<file path="src/ssmd_pkg.sv">
// Shared types and constants for the signed subtract/multiply/divide unit.
package ssmd_pkg;

  localparam int unsigned DATA_WIDTH_DEF = 32;

  typedef enum logic [1:0] {
    OP_SUB  = 2'd0,
    OP_MUL  = 2'd1,
    OP_DIV  = 2'd2,
    OP_NONE = 2'd3
  } op_t;

  typedef enum logic {
    ST_OK      = 1'b0,
    ST_DIV_ZERO = 1'b1
  } status_t;

  // Control that travels with each data stage.
  typedef struct packed {
    logic valid;
    op_t  op;
    logic neg;   // quotient must be negated
    logic dz;    // divide by zero
  } ctrl_t;

endpackage

</file>
<file path="src/ssmd_prep.sv">
// Entry stage: decode, operand magnitudes, subtraction.
module ssmd_prep #(
  parameter int unsigned DATA_WIDTH = ssmd_pkg::DATA_WIDTH_DEF
) (
  input  logic                  clk,
  input  logic                  rst,
  input  logic                  en,
  input  logic                  valid,
  input  logic [1:0]            req_type,
  input  logic [DATA_WIDTH-1:0] operand_a,
  input  logic [DATA_WIDTH-1:0] operand_b,
  output ssmd_pkg::ctrl_t       ctrl,
  output logic [DATA_WIDTH-1:0] x,
  output logic [DATA_WIDTH-1:0] y,
  output logic [DATA_WIDTH-1:0] acc
);
  logic                  sa, sb;
  logic [DATA_WIDTH-1:0] ma, mb;
  ssmd_pkg::op_t         op;

  assign op = ssmd_pkg::op_t'(req_type);
  assign sa = operand_a[DATA_WIDTH-1];
  assign sb = operand_b[DATA_WIDTH-1];
  assign ma = sa ? (~operand_a + 1'b1) : operand_a;
  assign mb = sb ? (~operand_b + 1'b1) : operand_b;

  always_ff @(posedge clk) begin
    if (rst) begin
      ctrl.valid <= 1'b0;
    end else if (en) begin
      ctrl.valid <= valid;
    end
    if (en) begin
      ctrl.op  <= op;
      ctrl.neg <= sa ^ sb;
      ctrl.dz  <= (op == ssmd_pkg::OP_DIV) && (operand_b == '0);
      case (op)
        ssmd_pkg::OP_SUB: begin
          x   <= operand_a;
          y   <= operand_b;
          acc <= operand_a - operand_b;
        end
        ssmd_pkg::OP_MUL: begin
          x   <= operand_a;
          y   <= operand_b;
          acc <= '0;
        end
        default: begin
          x   <= ma;
          y   <= mb;
          acc <= '0;
        end
      endcase
    end
  end
endmodule

</file>
<file path="config.mk">
export PLATFORM = sky130hd
export DESIGN_NAME = ssmd_prep
export DESIGN_NICKNAME = d
export VERILOG_FILES = /design/src/ssmd_pkg.sv /design/src/ssmd_prep.sv
export SDC_FILE = /design/constraint.sdc
export NUM_CORES = 1
export LEC_CHECK = 0
export ABC_AREA = 1
export BUFFER_PORTS_ARGS = -buffer_cell sky130_fd_sc_hd__buf_2
export CORE_ASPECT_RATIO = 1.4
export CORE_MARGIN = 2
export CORE_UTILIZATION = 51
export CTS_CLUSTER_DIAMETER = 100
export DETAILED_ROUTE_END_ITERATION = 8
export GPL_ROUTABILITY_DRIVEN = 1
export HOLD_SLACK_MARGIN = 0.15
export PLACE_DENSITY = 0.77
export SETUP_SLACK_MARGIN = 0.3
export SLEW_MARGIN = 20
export SYNTH_ARGS = -nofsm -noshare
export SYNTH_HDL_FRONTEND = slang
export SYNTH_SLANG_ARGS = --single-unit
</file>
<file path="constraint.sdc">
create_clock -name clk -period 2.25 [get_ports clk]
set_input_delay 0.45 -clock clk [delete_from_list [all_inputs] [get_ports clk]]
set_output_delay 0.45 -clock clk [all_outputs]
set_load 0.1 [all_outputs]
</file>
==> flow_metrics.env <==
export IMPL_outcome="finished clean"
export IMPL_peak_vdd_ir_mv=0.371
export IMPL_chipWidth_um=106
export IMPL_holdPathStages=2
export IMPL_cp_max_fo=4
export IMPL_min_period_over_period_pct=82.7
export IMPL_yosys_register_bits=101
export IMPL_route_detailed_wl_per_inst_um=13.7
export IMPL_wirelength_mm=19.2
export IMPL_grt_busiest_layer="met2"
export IMPL_first_iter_violations=312
export IMPL_cp_required_ps=2360
export IMPL_cts_num_sinks=101
export IMPL_dp_final_hpwl_mm=15.8
export IMPL_synth_cell_types=38
export IMPL_htree_num_levels=3
export IMPL_final_period_demand_of_the_worst_path_ps=1860
export IMPL_cts_buffers_inserted=9
export IMPL_final_setup_viol_count=0
export IMPL_detailroute_via_count=6852
export IMPL_timing_reg2reg_setup_slack_ps=1640
export IMPL_first_pass_iters=5
export IMPL_final_hold_viol_count=0
export IMPL_yosysWarnings=0
export IMPL_port_buffer_count=170
export IMPL_grt_met3_usage_pct=3.13
export IMPL_postSynthCellCount=1005
export IMPL_hp_class="input port to flip-flop"
export IMPL_layout_cells_most_common="sky130_fd_sc_hd__nand2_1"
export IMPL_grt_max_degree=55
export IMPL_mostFrequentLayoutCells="285 x sky130_fd_sc_hd__nand2_1, 205 x sky130_fd_sc_hd__inv_1, 169 x sky130_fd_sc_hd__buf_2"
export IMPL_worst_slew_margin_rel_pct=66.5
export IMPL_met2_usage_pct=44.4
export IMPL_cts_root_buffer_cell="sky130_fd_sc_hd__clkbuf_16"
export IMPL_clk_pin_slew_ps=70
export IMPL_design_core_area_um2=14300
export IMPL_final_max_slew_violation_count=0
export IMPL_drt_antenna_violating_nets=0
export IMPL_asyncSetResetFlopFracSynth_pct=0
export IMPL_drv_cap=0
export IMPL_syn_mean_instance_area_um2=7.37
export IMPL_cp_arrival_ps=1980
export IMPL_endpoint_kind="flip-flop"
export IMPL_wire_length_of_the_first_global_routing_pass_mm=30.7
export IMPL_holdWs_ps=242
export IMPL_fin_nets=1316
export IMPL_synth_edf_count=100
export IMPL_criticalPathCategory="input port to flip-flop"
export IMPL_flow_area_growth_from_synthesis_pct=22.2
export IMPL_grt_antenna_before_repair=1
export IMPL_critPathLaunchType="input port"
export IMPL_postSynth_topFlopCell="sky130_fd_sc_hd__edfxtp_1"
export IMPL_effective_utilization_at_floorplan_pct=51.8
export IMPL_synth_yosys_seq_area_share_pct=40.8
export IMPL_worstRegToRegCells=2
export IMPL_drcViolationCount=0
export IMPL_placement_rows=52
export IMPL_post_synth_instance_area_um2=7410
export IMPL_final_layout_size_suffix_gt1_share_pct=22.4
export IMPL_rsz0062_at_grt="no"
export IMPL_top_level_ports=171
export IMPL_globalRoute_totalOverflow=0
export IMPL_fmaxAchievable_mhz=537
export IMPL_die_height_um=147
export IMPL_tritoncts="done"
export IMPL_grt_pass1_vias=6573
export IMPL_groute_layer_met1_usage_pct=31.3
export IMPL_power_density_nw_per_um2=715
export IMPL_total_grt_usage_pct=25.2
export IMPL_gpl_final_weighted_congestion=0.945
export IMPL_layout_core_utilization_pct=63.3
export IMPL_actual_transition_at_the_worst_max_transition_pin_ps=506
export IMPL_finalClockSkew_ps=0
export IMPL_post_synth_net_total=1109
export IMPL_vias_per_cell=4.87
export IMPL_p_leak_nw=4.71
export IMPL_nFillCells=1292
export IMPL_clock_latency_ps=350
export IMPL_cts_root_to_sink_buffers=2
export IMPL_dieArea_um2=15500
[kinds of logic after synthesis]
kind of cell | Yosys count | synth area share [%]
AOI/OAI and AO/OA | 92 | 6.91
xor gates and xnor gates | 52 | 6.15
adders and majority gates | 34 | 5.84
buffers and inverters | 217 | 11.2
DFF | 101 | 40.8
muxes | 1 | 0.135
and+or+nand+nor | 508 | 29.0
[flip-flops by register name, summed over array words and instances (netlist names)]
register / count
x: 32
ctrl: 5
acc: 32
y: 32
[power breakdown]
group / switching, mW / leakage [nW] / internal (mW) / total, mW
sequential: 0.0472 / 0.980 / 2.29 / 2.34
combinational: 2.12 / 3.60 / 0.523 / 2.65
clock: 0.727 / 0.126 / 0.757 / 1.48
total: 2.90 / 4.71 / 3.57 / 6.47
[critical path, stage by stage]
cell	delay, ps
sky130_fd_sc_hd__buf_2	90
sky130_fd_sc_hd__inv_1	70
sky130_fd_sc_hd__ha_2	200
sky130_fd_sc_hd__fa_2	360
sky130_fd_sc_hd__inv_2	90
sky130_fd_sc_hd__nand3_1	90
sky130_fd_sc_hd__nand3_2	110
sky130_fd_sc_hd__nand3_1	110
sky130_fd_sc_hd__nand3_2	120
sky130_fd_sc_hd__nand2_1	80
sky130_fd_sc_hd__a21oi_1	150
sky130_fd_sc_hd__nor2_1	60
[per-stage QoR]
| stage | cells | TNS, ps | instance area [um2] | setup slack (ps) | power [mW] |
|---|---|---|---|---|---|
| 2_1_floorplan | 1005 | 0 | 7420 | 306 | 4.45 |
| 3_5_place_dp | 1388 | -7.41 | 8730 | -7.41 | 5.00 |
| 3_3_place_gp | 1388 | 0 | 8730 | 19.1 | 4.98 |
| 4_1_cts | 1404 | 0 | 9000 | 371 | 6.48 |
| 5_1_grt | 1407 | 0 | 9060 | 279 | 6.75 |
| 6_report | 1407 | 0 | 9060 | 389 | 6.47 |
[layer usage]
layer	vias up	wire [um]
met4	0	634
met1	3041	8020
met3	43	1000
met2	208	9580
met5	-	0
li1	3560	-
[layout make-up]
class / instances / area [um2] / area share (%)
multi-input cells: 687 / 3610 / 39.8
flip-flops and latches: 101 / 3020 / 33.4
repair buffers: 203 / 1130 / 12.4
inverters: 210 / 788 / 8.70
well taps: 189 / 236 / 2.61
clock buffers: 10 / 229 / 2.53
clock inverters: 6 / 45.0 / 0.497
diodes: 1 / 2.50 / 0.0276
[repair_timing]
| item | CTS | global route |
|---|---|---|
| hold buffers | 0 | 0 |
| setup buffers | 0 | 2 |
| resized for setup | 0 | 11 |
| setup endpoints to repair | 0 | 11 |
[synthesized netlist by cell type (2+ instances only)]
cell type / n / area, um2
sky130_fd_sc_hd__o21ai_0: 23 / 115
sky130_fd_sc_hd__o31ai_1: 4 / 30.0
sky130_fd_sc_hd__xnor2_1: 8 / 70.1
sky130_fd_sc_hd__nor2_1: 118 / 443
sky130_fd_sc_hd__inv_1: 206 / 773
sky130_fd_sc_hd__nand3_1: 41 / 205
sky130_fd_sc_hd__inv_2: 4 / 15.0
sky130_fd_sc_hd__xor2_1: 44 / 385
sky130_fd_sc_hd__nand4_1: 12 / 75.1
sky130_fd_sc_hd__nand3_2: 6 / 60.1
sky130_fd_sc_hd__o211ai_1: 2 / 15.0
sky130_fd_sc_hd__a21oi_1: 42 / 210
sky130_fd_sc_hd__buf_2: 3 / 15.0
sky130_fd_sc_hd__edfxtp_1: 100 / 3000
sky130_fd_sc_hd__o21bai_1: 2 / 15.0
sky130_fd_sc_hd__nor2_2: 12 / 75.1
sky130_fd_sc_hd__a31oi_1: 2 / 12.5
sky130_fd_sc_hd__nand3b_1: 4 / 30.0
sky130_fd_sc_hd__nor3_1: 7 / 35.0
sky130_fd_sc_hd__o21ai_1: 6 / 30.0
sky130_fd_sc_hd__nand2_1: 286 / 1070
sky130_fd_sc_hd__and2_1: 3 / 18.8
sky130_fd_sc_hd__o21a_1: 8 / 60.1
sky130_fd_sc_hd__ha_1: 33 / 413
sky130_fd_sc_hd__buf_4: 2 / 15.0
sky130_fd_sc_hd__nand2_2: 15 / 93.8
[worst paths after layout]
check                from  endpoint
max          operand_a[0]   acc[28]
max reg2reg       ctrl[4]   ctrl[4]
min                   rst   ctrl[4]
min reg2reg       ctrl[4]   ctrl[4]
Note: power is estimated with default switching activity, not from simulation.
