**src/ssmd_pkg.sv**
```systemverilog
// Shared types and constants for the signed subtract/multiply/divide unit.
package ssmd_pkg;

  localparam int unsigned DATA_WIDTH_DEF = 32;

  typedef enum logic [1:0] {
    OP_SUB  = 2'd0,
    OP_MUL  = 2'd1,
    OP_DIV  = 2'd2,
    OP_NONE = 2'd3
  } op_t;

  typedef enum logic {
    ST_OK      = 1'b0,
    ST_DIV_ZERO = 1'b1
  } status_t;

  // Control that travels with each data stage.
  typedef struct packed {
    logic valid;
    op_t  op;
    logic neg;   // quotient must be negated
    logic dz;    // divide by zero
  } ctrl_t;

endpackage

```
**src/ssmd_step.sv**
```systemverilog
// One radix-2 step: shift-add multiply bit or restoring divide bit.
module ssmd_step #(
  parameter int unsigned DATA_WIDTH = ssmd_pkg::DATA_WIDTH_DEF
) (
  input  logic                  clk,
  input  logic                  rst,
  input  logic                  en,
  input  ssmd_pkg::ctrl_t       ctrl_i,
  input  logic [DATA_WIDTH-1:0] x_i,
  input  logic [DATA_WIDTH-1:0] y_i,
  input  logic [DATA_WIDTH-1:0] acc_i,
  output ssmd_pkg::ctrl_t       ctrl_o,
  output logic [DATA_WIDTH-1:0] x_o,
  output logic [DATA_WIDTH-1:0] y_o,
  output logic [DATA_WIDTH-1:0] acc_o
);
  logic [DATA_WIDTH-1:0] r2;
  logic                  ge;

  // partial remainder never exceeds 2*divisor-1, so it fits the word
  assign r2 = {acc_i[DATA_WIDTH-2:0], x_i[DATA_WIDTH-1]};
  assign ge = (r2 >= y_i);

  always_ff @(posedge clk) begin
    if (rst) begin
      ctrl_o.valid <= 1'b0;
    end else if (en) begin
      ctrl_o.valid <= ctrl_i.valid;
    end
    if (en) begin
      ctrl_o.op  <= ctrl_i.op;
      ctrl_o.neg <= ctrl_i.neg;
      ctrl_o.dz  <= ctrl_i.dz;
      case (ctrl_i.op)
        ssmd_pkg::OP_MUL: begin
          acc_o <= y_i[0] ? (acc_i + x_i) : acc_i;
          x_o   <= {x_i[DATA_WIDTH-2:0], 1'b0};
          y_o   <= {1'b0, y_i[DATA_WIDTH-1:1]};
        end
        ssmd_pkg::OP_DIV: begin
          acc_o <= ge ? (r2 - y_i) : r2;
          x_o   <= {x_i[DATA_WIDTH-2:0], ge};
          y_o   <= y_i;
        end
        default: begin
          acc_o <= acc_i;
          x_o   <= x_i;
          y_o   <= y_i;
        end
      endcase
    end
  end
endmodule

```
**config.mk**
```make
export PLATFORM = sky130hd
export DESIGN_NAME = ssmd_step
export DESIGN_NICKNAME = d
export VERILOG_FILES = /design/src/ssmd_pkg.sv /design/src/ssmd_step.sv
export SDC_FILE = /design/constraint.sdc
export NUM_CORES = 1
export LEC_CHECK = 0
export BUFFER_PORTS_ARGS = -buffer_cell sky130_fd_sc_hd__buf_4
export CAP_MARGIN = 40
export CELL_PAD_IN_SITES_DETAIL_PLACEMENT = 1
export CELL_PAD_IN_SITES_GLOBAL_PLACEMENT = 1
export CORE_MARGIN = 2
export CORE_UTILIZATION = 42
export CTS_BUF_LIST = sky130_fd_sc_hd__clkbuf_8
export CTS_CLUSTER_DIAMETER = 50
export DETAILED_ROUTE_END_ITERATION = 16
export PLACE_DENSITY_LB_ADDON = 0.1
export SYNTH_ARGS = -nofsm -noshare
export SYNTH_HDL_FRONTEND = slang
export SYNTH_SLANG_ARGS = --single-unit
```
**constraint.sdc**
```tcl
create_clock -name clk -period 4.1 [get_ports clk]
set_input_delay 0.82 -clock clk [delete_from_list [all_inputs] [get_ports clk]]
set_output_delay 0.82 -clock clk [all_outputs]
set_load 0.01 [all_outputs]
```
==> qor.yml, run 1 <==
timing:
  finalSetupTns_ns: 0
  fmax_ghz: 0.286
  finalSetupViolations: 0
  max-slew-margin-rel: 0.395
  period_needed_ns: 3.50
  worst_clock_skew_ns: 0
  rsz0062_at_grt: "false"
  fin_ws_ns: 0.601
  tightest_slew_ns: 0.907
  period_share: 0.853
  drv_slew: 0
  final_hold_viol_count: 0
critical_path:
  crit_chain: "buf_4, inv_1, ha_1, fa_1, nand2b_1, a211oi_1, o31ai_1, a21oi_1, a211oi_4, and2_1, a222oi_1, o21ai_0"
  timing.critical_path.from: "x_i[31]"
  rr_worst_depth: 2
  cp-endpoint: "acc_o[24]"
  cp-end-kind: "flop"
  critical_path_depth: 12
  critical_path_buf_inv_count: 2
  slowest_stage: "fa_1"
  r2r-start: "ctrl_o[4]"
  rrSetupSlack_ns: 3.50
  worstReg2RegEnd: "ctrl_o[4]"
  critPathTopFamily: "compound AO/OA/AOI/OAI gates"
  worst_ep_arrival_time_ns: 3.64
  max_stage_delay_ns: 0.41
  required_ns: 4.24
  crit_path_max_fanout: 13
  crit_type: "in2reg"
  start_kind: "input pin"
floorplanning:
  die_w_um: 142
  die_y_um: 142
  ios: 205
  start_util: 0.428
  core-area_um2: 18600
  rows: 50
  die_area_um2: 20100
synth:
  synth_fp_nets: 1042
  ys_ff_latch: 101
  synth_top_cell_by_area: "edfxtp_1"
  ys_seq_area_frac: 0.379
  synthCells: 871
  synth_area_leaders: "edfxtp_1 38%, ha_1 10%, o21ai_0 5.5%, a21oi_1 4.9%, nand2_1 3.9%"
  syn-cell-area_um2: 7980
  synth_top_area_share: 0.376
  synth_edf_count: 100
  synth-main-ff-cell: "edfxtp_1"
  ys_warn_count: 0
  synthArstFlopShare: 0
  synth.distinct_cells: 66
  postSynthAreaPerCell_um2: 9.16
pwr:
  p_leak_nw: 4.27
  power.density_nw_per_um2: 325
  p_total_mw: 3.23
  vdd_drop_max_v: 0.000146
final_layout:
  drive_gt1_frac: 0.232
  n_antenna_cell: 0
  area_delta_synth_final_pct: 24.4
  layout.nets: 1224
  final_core_util: 0.532
  final_cell_count_no_fill: 1292
routing:
  vias: 7595
  wirelength_mm: 26.5
  via_per_inst: 5.88
  postRouteAntennaNets: 0
  drc_errors: 0
  first_iter_violations: 546
  first_pass_iters: 5
  wl_per_cell_um: 20.5
clock_tree:
  clk_latency_ns: 0.40
  cts_max_path_buffers: 2
  cts_setup_buffers: 0
  cts.repair.resized: 0
  root_buffer: "clkbuf_8"
  clk_pin_slew_ns: 0.11
  cts_buffers: 9
  cts_sinks: 101
  cts_tree: "done"
  cts_hold_buf: 0
  htree_levels: 3
worst_hold_path:
  hold_class: "reg2reg"
global_route:
  grt_antenna_before_repair: 0
  grt_start_max_net_pins: 66
  grt_pass1_vias: 7531
  grt_use_total: 0.262
  grt_pass1_wl_mm: 41.2
  grt-ovfl-total: 0
placed_design:
  hpwl_mm: 21.0
  portBuffers: 204
  preCtsSetupSlack_ns: 0.218
  gp_congestion: 0.872
  numPlacedInstances: 1276
status:
  status: "finished clean"
run:
  drv_cap: 0
[flip-flops by register name (all words and copies together) (netlist names)]
name	flops
x_o	32
ctrl_o	5
y_o	32
acc_o	32
[through the flow]
| stage | instance area, um^2 | hold WS, ns |
|---|---|---|
| 2_1_floorplan | 7980 | 0.528 |
| 5_1_grt | 9920 | 0.543 |
| 3_3_place_gp | 9700 | 0.488 |
| 4_1_cts | 9920 | 0.527 |
| 3_5_place_dp | 9710 | 0.495 |
| 6_report | 9920 | 0.519 |
[logic make-up (layout without fill, tap and decap cells)]
family,Yosys count,in the layout,share of synthesized area
compound gates,322,322,0.265
mux,9,9,0.0116
buf+inv,91,278,0.0471
simple gates,227,227,0.131
fa+ha+maj,67,67,0.107
xor+xnor,54,54,0.0593
flops,101,101,0.379
[worst register-to-register path: cells and delay by family (launching register included)]
| kind | cells | cell delay, ns |
|---|---|---|
| flops | 1 | 0.33 |
| mux | 1 | 0.13 |
| simple gates | 1 | 0.05 |
[placed cells by master (no fill, tap or decap), types with 7 or more instances in the layout]
cell        n
ha_1       64
mux2i_1     7
xor2_1     26
nand2_1    83
clkbuf_8    9
o21ai_0    88
o211ai_1    9
nand2b_1   15
nand4_1    10
nor2_1     62
edfxtp_1  100
nor3_1     11
xnor2_1    28
inv_1      46
a222oi_1    8
a211oi_1   14
a22oi_1    14
a22o_1     34
a21oi_1    78
a21o_1     20
nand3_1    12
buf_4     214
o21bai_1   13
[layer usage]
| layer | global-route usage | vias to the layer above | wire length, um |
|---|---|---|---|
| li1 | - | 3624 | - |
| met1 | 0.386 | 3660 | 12800 |
| met2 | 0.406 | 280 | 11600 |
| met3 | 0.0442 | 31 | 1760 |
| met4 | 0.0547 | 0 | 379 |
| met5 | 0 | - | 0 |
[final cells by class]
cell class              count  area, um^2
fillers                  2196        8720
multi-input cells         679        4580
flip-flops and latches    101        3020
repair buffers            216        1640
well taps                 234         293
inverters                  46         173
clock buffers               9         124
clock inverters             7        82.6
[cells in the mapped netlist (7+ instances only)]
cell type and n:
ha_1 65, a22oi_1 14, a21o_1 20, xor2_1 26
a222oi_1 8, nand3_1 12, edfxtp_1 100, nand2b_1 15
a21oi_1 78, a22o_1 34, nand4_1 10, o21bai_1 13
xnor2_1 28, nor3_1 11, nor2_1 63, mux2i_1 7
o211ai_1 9, buf_2 10, clkbuf_1 26, inv_1 46
o21ai_0 88, nand2_1 83, a211oi_1 14
[power breakdown]
group | internal [mW] | switching, mW | leakage [nW] | total, mW
registers | 1.27 | 0.0391 | 0.980 | 1.31
logic | 0.524 | 0.681 | 3.19 | 1.20
clock network | 0.291 | 0.424 | 0.0980 | 0.715
[worst min path at each step]
| stage | slack (ns) | end | cells past startpoint | start |
|---|---|---|---|---|
| after floorplan | 0.53 | ctrl_o[4] | 2 | ctrl_o[4] |
| after global placement | 0.49 | ctrl_o[4] | 2 | ctrl_o[4] |
| after detailed placement | 0.50 | ctrl_o[4] | 2 | ctrl_o[4] |
| after CTS | 0.53 | ctrl_o[4] | 2 | ctrl_o[4] |
| after global routing | 0.54 | ctrl_o[4] | 2 | rst |
| final | 0.52 | ctrl_o[4] | 2 | ctrl_o[4] |
Power figures use the tool's default switching activity.
==> run 2, diff against run 1 <==
--- a/config.mk
+++ b/config.mk
@@ -10,8 +10,7 @@
 export CELL_PAD_IN_SITES_DETAIL_PLACEMENT = 1
 export CELL_PAD_IN_SITES_GLOBAL_PLACEMENT = 1
 export CORE_MARGIN = 2
-export CORE_UTILIZATION = 42
-export CTS_BUF_LIST = sky130_fd_sc_hd__clkbuf_8
+export CORE_UTILIZATION = 41
 export CTS_CLUSTER_DIAMETER = 50
 export DETAILED_ROUTE_END_ITERATION = 16
 export PLACE_DENSITY_LB_ADDON = 0.1
==> run 2 against run 1 <==
  * Maximum frequency decreased by 1.2%
  * Via count shrank 1.9%
  * Total power rose by 3.5%
  * Sequential power hardly changed
==> qor.yml, run 2 (synthesis results as in run 1) <==
status:
  status: "finished clean"
timing:
  rsz0062_at_grt: "false"
  max-slew-margin-rel: 0.409  # +0.0139
  period_share: 0.864  # +0.0105
  fmax_ghz: 0.282  # -1.2%
  worst_clock_skew_ns: 0  # unchanged
  drv_slew: 0  # unchanged
  final_hold_viol_count: 0  # unchanged
  fin_ws_ns: 0.558  # -0.0429 ns
  tightest_slew_ns: 0.886  # -0.0209 ns
  period_needed_ns: 3.54  # +0.0429 ns
  finalSetupTns_ns: 0  # unchanged
  finalSetupViolations: 0  # unchanged
floorplanning:
  start_util: 0.414  # -0.0139
  core-area_um2: 19300  # +3.4%
  die_w_um: 143  # +1.2%
  die_area_um2: 20600  # +2.4%
  die_y_um: 143  # +1.2%
  rows: 51  # +2.0%
  ios: 205  # unchanged
critical_path:
  required_ns: 4.19  # -0.05 ns
  crit_type: "in2reg"
  crit_path_max_fanout: 11  # -2
  worst_ep_arrival_time_ns: 3.63  # about the same
  cp-end-kind: "flop"
  start_kind: "input pin"
clock_tree:
  cts_sinks: 101  # unchanged
  clk_latency_ns: 0.36  # -0.04 ns
  cts_max_path_buffers: 2  # unchanged
  root_buffer: "clkbuf_16"
  cts.repair.resized: 0  # unchanged
  cts_setup_buffers: 0  # unchanged
  cts_tree: "done"
  clk_pin_slew_ns: 0.07  # -0.04 ns
  htree_levels: 3  # unchanged
  cts_hold_buf: 0  # unchanged
  cts_buffers: 9  # unchanged
final_layout:
  layout.nets: 1226  # +0.16%
  stdcell_area_um2: 10000  # +1.1%
  drive_gt1_frac: 0.231  # -0.000437
  layout_common_cells: "217 x buf_4, 100 x edfxtp_1, 88 x o21ai_0"
  layout_commonest_cell: "buf_4"
  final_cell_count_no_fill: 1325  # +2.6%
  n_antenna_cell: 0  # unchanged
  top_regs: "acc_o (32), x_o (32), y_o (32)"
  area_delta_synth_final_pct: 25.7
pwr:
  p_leak_nw: 4.30  # +0.82%
  power.density_nw_per_um2: 333  # +2.4%
  p_total_mw: 3.34  # +3.5%
  vdd_drop_max_v: 0.000237  # +62%
placed_design:
  place_area_um2: 9750  # +0.43%
  portBuffers: 204  # unchanged
  hpwl_mm: 20.6  # -1.9%
  numPlacedInstances: 1309  # +2.6%
  preCtsSetupSlack_ns: 0.263  # +0.0446 ns
  gp_congestion: 0.872  # about the same
routing:
  wirelength_mm: 25.9  # -2.3%
  first_iter_violations: 511  # -6.4%
  wl_per_cell_um: 19.6  # -4.7%
  first_pass_iters: 5  # unchanged
  postRouteAntennaNets: 0  # unchanged
  vias: 7451  # -1.9%
  drc_errors: 0  # unchanged
  via_per_inst: 5.62  # -4.3%
global_route:
  grt_pass1_vias: 7377  # -2.0%
  grt_start_max_net_pins: 67  # +1.5%
  grt_pass1_wl_mm: 40.3  # -2.2%
  grt_use_total: 0.251  # -0.0111
  grt-ovfl-total: 0  # unchanged
  grt_antenna_before_repair: 0  # unchanged
worst_hold_path:
  hold_class: "reg2reg"
run:
  drv_cap: 0  # unchanged
-- run 2: cell types whose count changed in the layout (fill, tap and decap cells not counted), moves of 2 or more --
cell,before,now
clkbuf_16,0,9
clkbuf_8,9,1
buf_4,214,217
clkbuf_1,0,2
clkinv_2,0,2
clkinv_4,2,0
-- run 2: critical path: stages --
cell,delay (ns)
buf_4,0.13
inv_1,0.05
ha_1,0.22
fa_1,0.42
nand2b_1,0.20
a211oi_1,0.42
o31ai_1,0.16
a21oi_1,0.28
a211oi_4,0.12
and2_1,0.30
a222oi_1,0.36
o21ai_0,0.14
-- run 2: path summary, 6_finish.rpt --
check	from	endpoint	slack, ns	cells past startpoint
setup / recovery	x_i[31]	acc_o[25]	0.56	12
hold / removal	ctrl_o[4]	ctrl_o[4]	0.50	2
hold reg to reg	ctrl_o[4]	ctrl_o[4]	0.50	2
setup reg to reg	ctrl_o[4]	ctrl_o[4]	3.52	2
-- run 2: where the power goes --
part | switching, mW | internal, mW | total (mW)
Combinational | 0.668 | 0.523 | 1.19
Sequential | 0.0396 | 1.27 | 1.31
Clock | 0.412 | 0.428 | 0.841
-- run 2: per-layer routing --
metal  global-route usage  wire length [um]
met2                0.386             11500
met1                0.366             12500
met4               0.0547               243
met3               0.0467              1700
met5                    0                 0
-- run 2: final cells by class --
class | count | area (um^2)
well taps | 265 | 332
clock inverters | 4 | 25.0
multi-input cells | 679 | 4580
clock buffers | 12 | 246
flip-flops and latches | 101 | 3020
repair buffers | 218 | 1640
inverters | 46 | 173
fillers | 2288 | 9250
-- run 2: through the flow --
stage,hold WS [ns],utilization
after floorplan,0.528,-
after global placement,0.482,0.505
final,0.504,0.520
after detailed placement,0.489,0.506
after CTS,0.511,0.520
after global routing,0.580,0.520
