**src/ssmd_pkg.sv**
```systemverilog
// Shared types and constants for the signed subtract/multiply/divide unit.
package ssmd_pkg;

  localparam int unsigned DATA_WIDTH_DEF = 32;

  typedef enum logic [1:0] {
    OP_SUB  = 2'd0,
    OP_MUL  = 2'd1,
    OP_DIV  = 2'd2,
    OP_NONE = 2'd3
  } op_t;

  typedef enum logic {
    ST_OK      = 1'b0,
    ST_DIV_ZERO = 1'b1
  } status_t;

  // Control that travels with each data stage.
  typedef struct packed {
    logic valid;
    op_t  op;
    logic neg;   // quotient must be negated
    logic dz;    // divide by zero
  } ctrl_t;

endpackage

```
**src/ssmd_post.sv**
```systemverilog
// Exit stage: quotient sign fix, result select, output register.
module ssmd_post #(
  parameter int unsigned DATA_WIDTH = ssmd_pkg::DATA_WIDTH_DEF
) (
  input  logic                  clk,
  input  logic                  rst,
  input  logic                  en,
  input  ssmd_pkg::ctrl_t       ctrl,
  input  logic [DATA_WIDTH-1:0] x,
  input  logic [DATA_WIDTH-1:0] acc,
  output logic                  valid,
  output logic [DATA_WIDTH-1:0] result_value,
  output logic                  status
);
  logic [DATA_WIDTH-1:0] res_next;
  logic                  status_next;

  always_comb begin
    res_next    = '0;
    status_next = ssmd_pkg::ST_OK;
    case (ctrl.op)
      ssmd_pkg::OP_SUB,
      ssmd_pkg::OP_MUL: res_next = acc;
      ssmd_pkg::OP_DIV: begin
        if (ctrl.dz) begin
          status_next = ssmd_pkg::ST_DIV_ZERO;
        end else begin
          res_next = ctrl.neg ? (~x + 1'b1) : x;
        end
      end
      default: res_next = '0;
    endcase
  end

  always_ff @(posedge clk) begin
    if (rst) begin
      valid <= 1'b0;
    end else if (en) begin
      valid <= ctrl.valid;
    end
  end

  always_ff @(posedge clk) begin
    if (en) begin
      result_value <= res_next;
      status       <= status_next;
    end
  end
endmodule

```
**config.mk**
```make
export PLATFORM = sky130hd
export DESIGN_NAME = ssmd_post
export DESIGN_NICKNAME = d
export VERILOG_FILES = /design/src/ssmd_pkg.sv /design/src/ssmd_post.sv
export SDC_FILE = /design/constraint.sdc
export NUM_CORES = 1
export LEC_CHECK = 0
export ABC_AREA = 1
export BUFFER_PORTS_ARGS = -buffer_cell sky130_fd_sc_hd__buf_2
export CORE_ASPECT_RATIO = 1.4
export CORE_MARGIN = 2
export CORE_UTILIZATION = 48
export CTS_CLUSTER_SIZE = 10
export DETAILED_ROUTE_END_ITERATION = 8
export PLACE_DENSITY = 0.81
export SYNTH_ARGS = -nofsm -noshare
export SYNTH_HDL_FRONTEND = slang
export SYNTH_SLANG_ARGS = --single-unit
```
**constraint.sdc**
```tcl
create_clock -name clk -period 1.9 [get_ports clk]
set_clock_uncertainty 0.15 [all_clocks]
set_input_delay 0 -clock clk [delete_from_list [all_inputs] [get_ports clk]]
set_output_delay 0 -clock clk [all_outputs]
set_load 0.02 [all_outputs]
```
==> impl_results.md, run 1 <==
* First-pass GRT wire length at ~13000 um
* Peak VDD IR at around 400 uV
* Synth Instances at around 360
* Slew margin rel. at a little under three quarters
* H-tree levels at 2
* CTS tree: yes
* Total gr overflow at 0
* Largest net degree at the start of global routing at 34
* Largest stage delay, worst path at 0.58 ns
* Wire per inst at between 10 and 15 um
* Startpoint types: input port
* Syn Nets at roughly 430
* IO Count at between 100 and 150
* Critical path type: input port to register
* Vias in the first global route at approximately 3000
* DP Wirelength at 5297 um
* IO Port Bufs at ~110
* Antenna viol nets, final at 0
* Synthesized flop and latch total at 34
* Clk slew on worst S/H paths at approximately 0.070 ns
* Hold crit path type: input port to register
* Row count at 30
* Pleak at 1.814 nW
* Drt pass-1 iters at 5
* Final Cycle Share at slightly below 100%
* Worst-path cell chain: dlygate4sd3_1 > buf_2 > nor2_4 > buf_12 > o21ai_0 > o21ai_0 > dlygate4sd3_1
* Initial antenna violation count at 0
* Inserted Diodes at 0
* Area Growth Syn to Fin at 53.96%
* Share of cells above drive strength 1 at a little over a quarter
* Outcome: finished, final reports clean
* CP required at about 1.9 ns
* Placed cells at roughly 520
* Clk buf depth at 2
* Total GRT Usage at 30.50%
* Yosys Warn Count at 0
* Total clock sinks at 34
* CP Capture Type: register
* Max-Cap Viols at 0
* Starting Density at approximately half
* Die W at 64.37 um
* Vias at 3066
* Core ar. at a little under 5000 um2
* Fmax at ~530 MHz
* Avg Cell Area, Syn at ~6.8 um2
* Tightest Pin Transition at about 0.43 ns
* Die ar. at around 5700 um2
* Initial DRC Count at roughly 180
* DR DRC count at 0
* Post-Route WL at 8625 um
* Synth cell types at 27
* Fin util at 77.26%
* Slew Viols, Final at 0
* Fin crit period at 1.880 ns
* Non-Filler Instances at approximately 590
* Fin. Hold Viols at 0
* Root Buffer: clkbuf_8
* Routability cong. at between 0.9 and 1
* Setup violations, final at 0
* Nets at just under 600
* Crit-path slowest cell: dlygate4sd3_1
* Num CTS Buffers at 5
* CP arrival at approximately 1.9 ns
* Pwr dens at 546.0 nW/um2
* Worst Path Max Fanout at 15
* Vias per cell at between 5 and 6
* Unrepaired setup endpoints after global routing: no
* Sequential element share of the synthesized area at 41.29%
* Die Ht at approximately 89 um
* Worst-Skew Late Latency at 0.28 ns
* Final TNS setup at 0 ns
* Mapped Area at 2449 um2
[synth_stat cells, drive strengths merged]
library cell	number	area, um2
inv	39	146.4
ha	1	12.51
mux2i	1	10.01
o21ai	34	170.2
nand2	128	503.0
o211ai	2	15.01
a21oi	11	55.05
nand3b	1	7.510
dfxtp	1	20.02
nand4	6	37.54
buf	7	40.03
o21bai	1	7.510
edfxtp	33	991.0
nor2	47	198.9
clkbuf	4	15.01
nand3	36	185.2
and2	1	6.260
o31ai	1	7.510
nor3	4	20.02
[final timing paths]
kind                           start                         end  slack, ns  depth (start not counted)
hold / removal                 x[17]  result_value[17]$_DFFE_PP_      0.004                          4
setup / recovery             ctrl[0]   result_value[2]$_DFFE_PP_       0.02                          7
hold reg to reg   valid$_SDFFE_PP0P_          valid$_SDFFE_PP0P_       0.89                          3
setup reg to reg  valid$_SDFFE_PP0P_          valid$_SDFFE_PP0P_       0.61                          3
[flip-flops by register name (all words and copies together) (netlist names)]
signal,count
valid,1
result_value,32
status,1
[critical path, delay by kind of cell]
family | cells | cell delay, ns
buffers and inverters | 4 | 1.44
AO/OA/AOI/OAI | 2 | 0.28
AND/OR/NAND/NOR | 1 | 0.15
[logic make-up after synthesis]
kind of cell             after synthesis  share of synthesized area, %
AO/OA/AOI/OAI                         49                         10.42
adder cells (fa/ha/maj)                1                        0.5109
buffers and inverters                 50                         8.226
flip-flops                            34                         41.29
multiplexers                           1                        0.4088
AND/OR/NAND/NOR                      223                         39.14
[through the flow]
step / area (um2) / setup slack [ns] / power, mW / hold WS (ns)
4_1_cts: 3692 / 0.008912 / 2.023 / 0.009201
3_3_place_gp: 3049 / 0.3497 / 1.405 / 0.007536
3_5_place_dp: 3049 / 0.2946 / 1.412 / 0.01664
2_1_floorplan: 2449 / 0.5813 / 1.203 / -0.07762
5_1_grt: 3770 / 0.009909 / 2.161 / 0.03621
6_report: 3770 / 0.01981 / 2.058 / 0.004467
[metal layers]
| metal | global-route usage (%) | wire length, um | vias up | part of all wire [%] |
|---|---|---|---|---|
| met2 | 54.64 | 4397 | 157 | 51 |
| li1 | - | - | 1506 | - |
| met1 | 35.38 | 3349 | 1375 | 39 |
| met3 | 4.707 | 570 | 28 | 6.6 |
| met5 | 0 | 0 | - | 0 |
| met4 | 15.47 | 307 | 0 | 3.6 |
[power by group]
part | switching [mW] | total (mW) | internal [mW]
Combinational | 0.352 | 0.619 | 0.267
Sequential | 0.0179 | 0.916 | 0.898
Clock | 0.269 | 0.523 | 0.254
Total | 0.639 | 2.06 | 1.42
[cell usage in the layout, fill, tap and decap left out]
cell / n
nand2_1: 120
buf_2: 105
dlygate4sd3_1: 56
nor2_1: 40
inv_1: 37
nand3_1: 35
edfxtp_1: 33
o21ai_0: 23
a21oi_1: 11
o21ai_1: 11
nand2_2: 7
nand4_1: 6
clkbuf_8: 5
nor2_2: 4
nor3_1: 4
buf_4: 4
nor2_4: 3
inv_2: 2
o211ai_1: 2
clkinv_2: 2
buf_12: 2
nand3_4: 1
and2_1: 1
nand2_4: 1
o31ai_1: 1
nand3b_1: 1
o21bai_1: 1
mux2i_1: 1
ha_4: 1
clkbuf_1: 1
clkbuf_16: 1
dfxtp_1: 1
[final cells by class]
cell class / count / area (um2)
clock buffer: 6 / 72.57
clock inverter: 2 / 10.01
fill: 386 / 1110
inverter: 39 / 146.4
multi-input combinational: 274 / 1269
sequential: 34 / 1011
tap: 64 / 80.08
timing repair buffer: 168 / 1181
[timing repair]
action                                 4_1_cts  5_1_grt
setup endpoints to repair                    0       16
endpoints found under the hold margin       34        0
resized for setup                            0       11
setup buffers                                0        1
hold buffers                                56        0
No activity file was read; power rests on OpenSTA's default activity.
==> run 2: changes to the inputs <==
CORE_UTILIZATION = 52   (was 48)
PLACE_DENSITY = 0.86   (was 0.81)
clock period = 2.38 ns   (was 1.9 ns; I/O delays follow)
==> impl_results.md, run 2 (synthesis results as in run 1) <==
* Switch Pwr at 0.5041 mW (-21%)
* Total gr overflow at 0 (unchanged)
* Slew Viols, Final at 0 (unchanged)
* Worst-Skew Late Latency at 0.28 ns (about the same)
* Largest register FFs at 32 (unchanged)
* Setup Buffers After CTS at 0 (unchanged)
* Startpoint types: input port
* Drt pass-1 iters at 5 (unchanged)
* Clk pwr share at 25.8% (+0.4 points)
* Vias per cell at 5.272 (+0.93%)
* Clk slew on worst S/H paths at 0.07 ns (about the same)
* Pleak at 1.781 nW (-1.8%)
* Total GRT Usage at 32.60% (+2.1 points)
* Slew margin rel. at 46.92% (-25 points)
* Outcome: finished, final reports clean
* Critical path type: input port to register
* Setup violations, final at 0 (unchanged)
* Pwr dens at 443.4 nW/um2 (-19%)
* Commonest cells after routing, fill and taps aside: nand2_1, buf_2, dlygate4sd3_1
* Vias in the first global route at 2895 (-3.0%)
* DR DRC count at 0 (unchanged)
* Vias at 3063 (-0.098%)
* Inserted Diodes at 0 (unchanged)
* Largest registers: result_value: 32 flops, status: 1 flops, valid: 1 flops
* Cell area after layout at 3667 um2 (-2.7%)
* Max-Cap Viols at 0 (unchanged)
* Final TNS setup at 0 ns (unchanged)
* Placement Setup Slack at 0.7193 ns (+0.4246 ns)
* Commonest non-fill, non-tap cell in the layout: nand2_1
* Peak VDD IR at 280.0 uV (-30%)
* Total clock sinks at 34 (unchanged)
* H-tree levels at 2 (unchanged)
* Worst Path Max Fanout at 17 (+2)
* Nets at 591 (-0.67%)
* DP Wirelength at 5321 um (+0.46%)
* Num CTS Buffers at 5 (unchanged)
* Starting Density at 53.99% (+3.8 points)
* Switching Fraction at 31.00% (-0.047 points)
* GRT met2 Usage at 54.45% (-0.19 points)
* Final Cycle Share at about nine tenths
* CP required at 2.38 ns (+0.48 ns)
* Int Pwr at 1.122 mW (-21%)
* Die W at 62.00 um (-3.7%)
* Clk buf depth at 2 (unchanged)
* Met1 usage at 37.68% (+2.3 points)
* Post-Route WL at 8175 um (-5.2%)
* Wire per inst at 14.07 um (-4.2%)
* CP arrival at 2.10 ns (+0.22 ns)
* CTS tree: yes
* Met3 GRT Util at 6.860% (+2.2 points)
* Area Growth Syn to Fin at 49.77%
* Row count at 29 (-3.3%)
* Tightest Pin Transition at 0.7962 ns (+0.3697 ns)
* Most Crowded Layer GR: met2
* Largest Register: result_value
* Fin crit period at 2.101 ns
* Core ar. at 4536 um2 (-7.1%)
* IO Port Bufs at 105 (unchanged)
* Logic pwr share at 29.2% (-0.9 points)
* CP Capture Type: register
* Area post-placement at 3019 um2 (-0.98%)
* Antenna viol nets, final at 0 (unchanged)
* IO Count at 106 (unchanged)
* Share of cells above drive strength 1 at 25.05% (-1.3 points)
* Pwr Total at 1.626 mW (-21%)
* Largest net degree at the start of global routing at 35 (+2.9%)
* Initial antenna violation count at 0 (unchanged)
* Initial DRC Count at 152 (-14%)
* Die ar. at 5282 um2 (-7.3%)
* Post-layout worst setup margin at 0.2794 ns (+0.2596 ns)
* Die Ht at 85.20 um (-3.7%)
* First-pass GRT wire length at 12830 um (-3.0%)
* Unrepaired setup endpoints after global routing: no
* Root Buffer: clkbuf_8
* Hold crit path type: input port to register
* Sequential power share at 44.9% (+0.4 points)
* Fin. Hold Viols at 0 (unchanged)
* Fmax at ~480 MHz
* Hold Slack at 0.007720 ns (+0.003253 ns)
* Routability cong. at 0.9653 (+4.7%)
* R2R setup slack at 1.03 ns (+0.42 ns)
==> run 2: layout make-up <==
type,instances,area (um2)
Timing Repair Buffer,164,1109
Inverter,39,146.4
Fill cell,311,868.3
Tap cell,62,77.57
Sequential cell,34,1011
Clock inverter,2,10.01
Clock buffer,6,72.57
Multi-Input combinational cell,274,1241
==> run 2: worst max-delay path: stages <==
cell and delay [ns]:
dlygate4sd3_1 0.53, buf_2 0.15, nor2_4 0.34, buf_4 0.28
nand2_1 0.08, o21ai_1 0.15, dlygate4sd3_1 0.57
==> run 2: worst paths after layout <==
| check | startpoint | end | cells past startpoint |
|---|---|---|---|
| min reg2reg | valid$_SDFFE_PP0P_ | valid$_SDFFE_PP0P_ | 3 |
| max reg2reg | valid$_SDFFE_PP0P_ | valid$_SDFFE_PP0P_ | 3 |
| max | ctrl[0] | result_value[18]$_DFFE_PP_ | 7 |
| min | x[2] | result_value[2]$_DFFE_PP_ | 3 |
==> run 2: what timing repair did <==
item | in CTS | in global routing
hold buffers | 56 | 0
endpoints found under the setup margin | 0 | 8
hold endpoints to repair | 34 | 0
gates resized for setup | 0 | 1
==> run 2: metrics by stage <==
step	util (%)	instances
2_1_floorplan	-	358
3_3_place_gp	66.57	517
3_5_place_dp	66.57	517
4_1_cts	80.74	581
5_1_grt	80.86	581
6_report	80.86	581
==> run 2: power by group through the flow <==
stage	logic (mW)	clock network (mW)	registers (mW)
2_1_floorplan	0.148	0	0.813
3_3_place_gp	0.375	0	0.741
3_5_place_dp	0.381	0	0.743
4_1_cts	0.461	0.426	0.730
5_1_grt	0.521	0.440	0.737
6_report	0.475	0.420	0.731
==> run 2: per-layer routing <==
layer,routed length (um),vias up
met5,0,-
met4,369,0
met3,644,37
met2,4101,175
met1,3060,1362
li1,-,1489
==> run 3: changes to the inputs <==
REMOVE_ABC_BUFFERS = 1   (was not set)
==> impl_results.md, run 3 (synthesis results as in run 1) <==
* Outcome: finished, final reports clean
* Antenna viol nets, final at 0 (unchanged)
* Die Ht at 85.20 um (unchanged)
* Slew Viols, Final at 0 (unchanged)
* Total gr overflow at 0 (unchanged)
* Multi-input logic area at 1236 um2 (-0.40%)
* CP Capture Type: register
* Fin util at 80.30% (-0.55 points)
* Largest net degree at the start of global routing at 35 (unchanged)
* Largest registers: result_value: 32 flops, status: 1 flops, valid: 1 flops
* Initial DRC Count at 191 (+26%)
* Num CTS Buffers at 5 (unchanged)
* Commonest non-fill, non-tap cell in the layout: nand2_1
* Unrepaired setup endpoints after global routing: no
* Pwr dens at 441.6 nW/um2 (-0.39%)
* Drt pass-1 iters at 5 (unchanged)
* Worst-path cell chain: dlygate4sd3_1 > buf_2 > nor2_2 > buf_4 > inv_1 > o21ai_0 > dlygate4sd3_1
* CTS tree: yes
* Startpoint types: input port
* Initial antenna violation count at 0 (unchanged)
* Largest stage delay, worst path at 0.58 ns (about the same)
* Row count at 29 (unchanged)
* Share of cells above drive strength 1 at 25.15% (+0.097 points)
* Met2 WL at 4026 um (-1.8%)
* Nets at 589 (-0.34%)
* Inserted Diodes at 0 (unchanged)
* Slew margin rel. at 45.88% (-1.0 points)
* Fmax at 503.9 MHz (+5.8%)
* Worst Path Max Fanout at 30 (+13)
* Fin crit period at 1.985 ns (-0.1159 ns)
* Routability cong. at 0.8921 (-7.6%)
* Wire length on met3 at 429 um (-33%)
* Wire per inst at 13.15 um (-6.6%)
* Pleak at 1.770 nW (-0.62%)
* Max-Cap Viols at 0 (unchanged)
* Die W at 62.00 um (unchanged)
* Total clock sinks at 34 (unchanged)
* Metal1 wirelength at 2973 um (-2.8%)
* Clk buf depth at 2 (unchanged)
* Vias per cell at 5.088 (-3.5%)
* Reg area at 1011 um2 (unchanged)
* CP required at 2.38 ns (about the same)
* Crit-path most repeated cell: dlygate4sd3_1
* Fin. Hold Viols at 0 (unchanged)
* Placement Setup Slack at 0.7841 ns (+0.06483 ns)
* Setup Buffers After CTS at 0 (unchanged)
* DP Wirelength at 4995 um (-6.1%)
* Area Growth Syn to Fin at 48.75%
* Clk slew on worst S/H paths at 0.07 ns (about the same)
* DR DRC count at 0 (unchanged)
* Die ar. at 5282 um2 (unchanged)
* Fill cells at 313 (+0.64%)
* Max layer used: met4
* Commonest cells after routing, fill and taps aside: nand2_1, buf_2, dlygate4sd3_1
* IO Count at 106 (unchanged)
* Largest Register: result_value
* Vias at 2946 (-3.8%)
* Total GRT Usage at 29.73% (-2.9 points)
* IO Port Bufs at 105 (unchanged)
* CP arrival at 1.99 ns (-0.11 ns)
* Worst-Skew Late Latency at 0.27 ns (about the same)
* Peak VDD IR at 272.6 uV (-2.6%)
* Root Buffer: clkbuf_8
* Critical path type: input port to register
* Hold crit path type: input port to register
* Vias in the first global route at 2953 (+2.0%)
* Final TNS setup at 0 ns (unchanged)
* Core ar. at 4536 um2 (unchanged)
* Post-Route WL at 7613 um (-6.9%)
* Tightest Pin Transition at 0.8118 ns (+0.01558 ns)
* Post-layout worst setup margin at 0.3953 ns (+0.1159 ns)
* Setup violations, final at 0 (unchanged)
* H-tree levels at 2 (unchanged)
* Final Cycle Share at 83.39% (-4.9 points)
* Largest register FFs at 32 (unchanged)
* First-pass GRT wire length at 12110 um (-5.6%)
* Starting Density at 53.99% (unchanged)
* Crit-path slowest cell: dlygate4sd3_1
-- run 3: cell count changes in the layout (fill, tap and decap cells not counted) --
cell | before | now
nor2_4 | 3 | 2
nor2_2 | 2 | 3
dlygate4sd3_1 | 56 | 54
-- run 3: cell type report --
type                            count  share of cell area, %
Sequential cell                    34                  27.76
Timing Repair Buffer              162                  29.89
Multi-Input combinational cell    274                  33.94
Clock inverter                      2                 0.2748
Clock buffer                        6                  1.992
Tap cell                           62                  2.130
Inverter                           39                  4.019
-- run 3: power by group --
part	internal [mW]	leakage, nW	switching (mW)	total [mW]
logic	0.199	1.40	0.266	0.464
registers	0.717	0.327	0.0121	0.729
clock network	0.203	0.0450	0.213	0.415
-- run 3: worst paths after layout --
path	endpoint	cells after the start	slack, ns	startpoint
worst max-delay path	result_value[0]$_DFFE_PP_	7	0.40	ctrl[0]
worst min-delay path	result_value[17]$_DFFE_PP_	4	0.01	x[17]
worst max register to register	valid$_SDFFE_PP0P_	3	1.07	valid$_SDFFE_PP0P_
worst min register to register	valid$_SDFFE_PP0P_	3	0.92	valid$_SDFFE_PP0P_
-- run 3: critical path, delay by kind of cell --
kind,cells,cell delay [ns]
AO/OA/AOI/OAI,1,0.21
buffers and inverters,5,1.67
AND/OR/NAND/NOR,1,0.09
-- run 3: per-layer routing --
| metal | GRT usage (%) | vias up |
|---|---|---|
| met5 | 0 | - |
| met4 | 9.671 | 0 |
| met3 | 3.963 | 16 |
| met2 | 53.41 | 130 |
| met1 | 34.60 | 1310 |
| li1 | - | 1490 |
-- run 3: per-stage QoR --
stage               std cells  total power, mW  area, um2  hold WS (ns)
floorplan                 347           0.9475       2394      -0.07762
global placement          517            1.111       3019      0.006499
detailed placement        517            1.118       3019       0.01087
CTS                       579            1.602       3642      0.002559
global route              579            1.680       3642       0.04437
finish                    579            1.609       3642       0.01121
-- run 3: what timing repair did --
item,CTS,global route
hold endpoints to repair,34,0
gates resized for setup,0,0
hold buffers,54,0
setup endpoints to repair,0,0
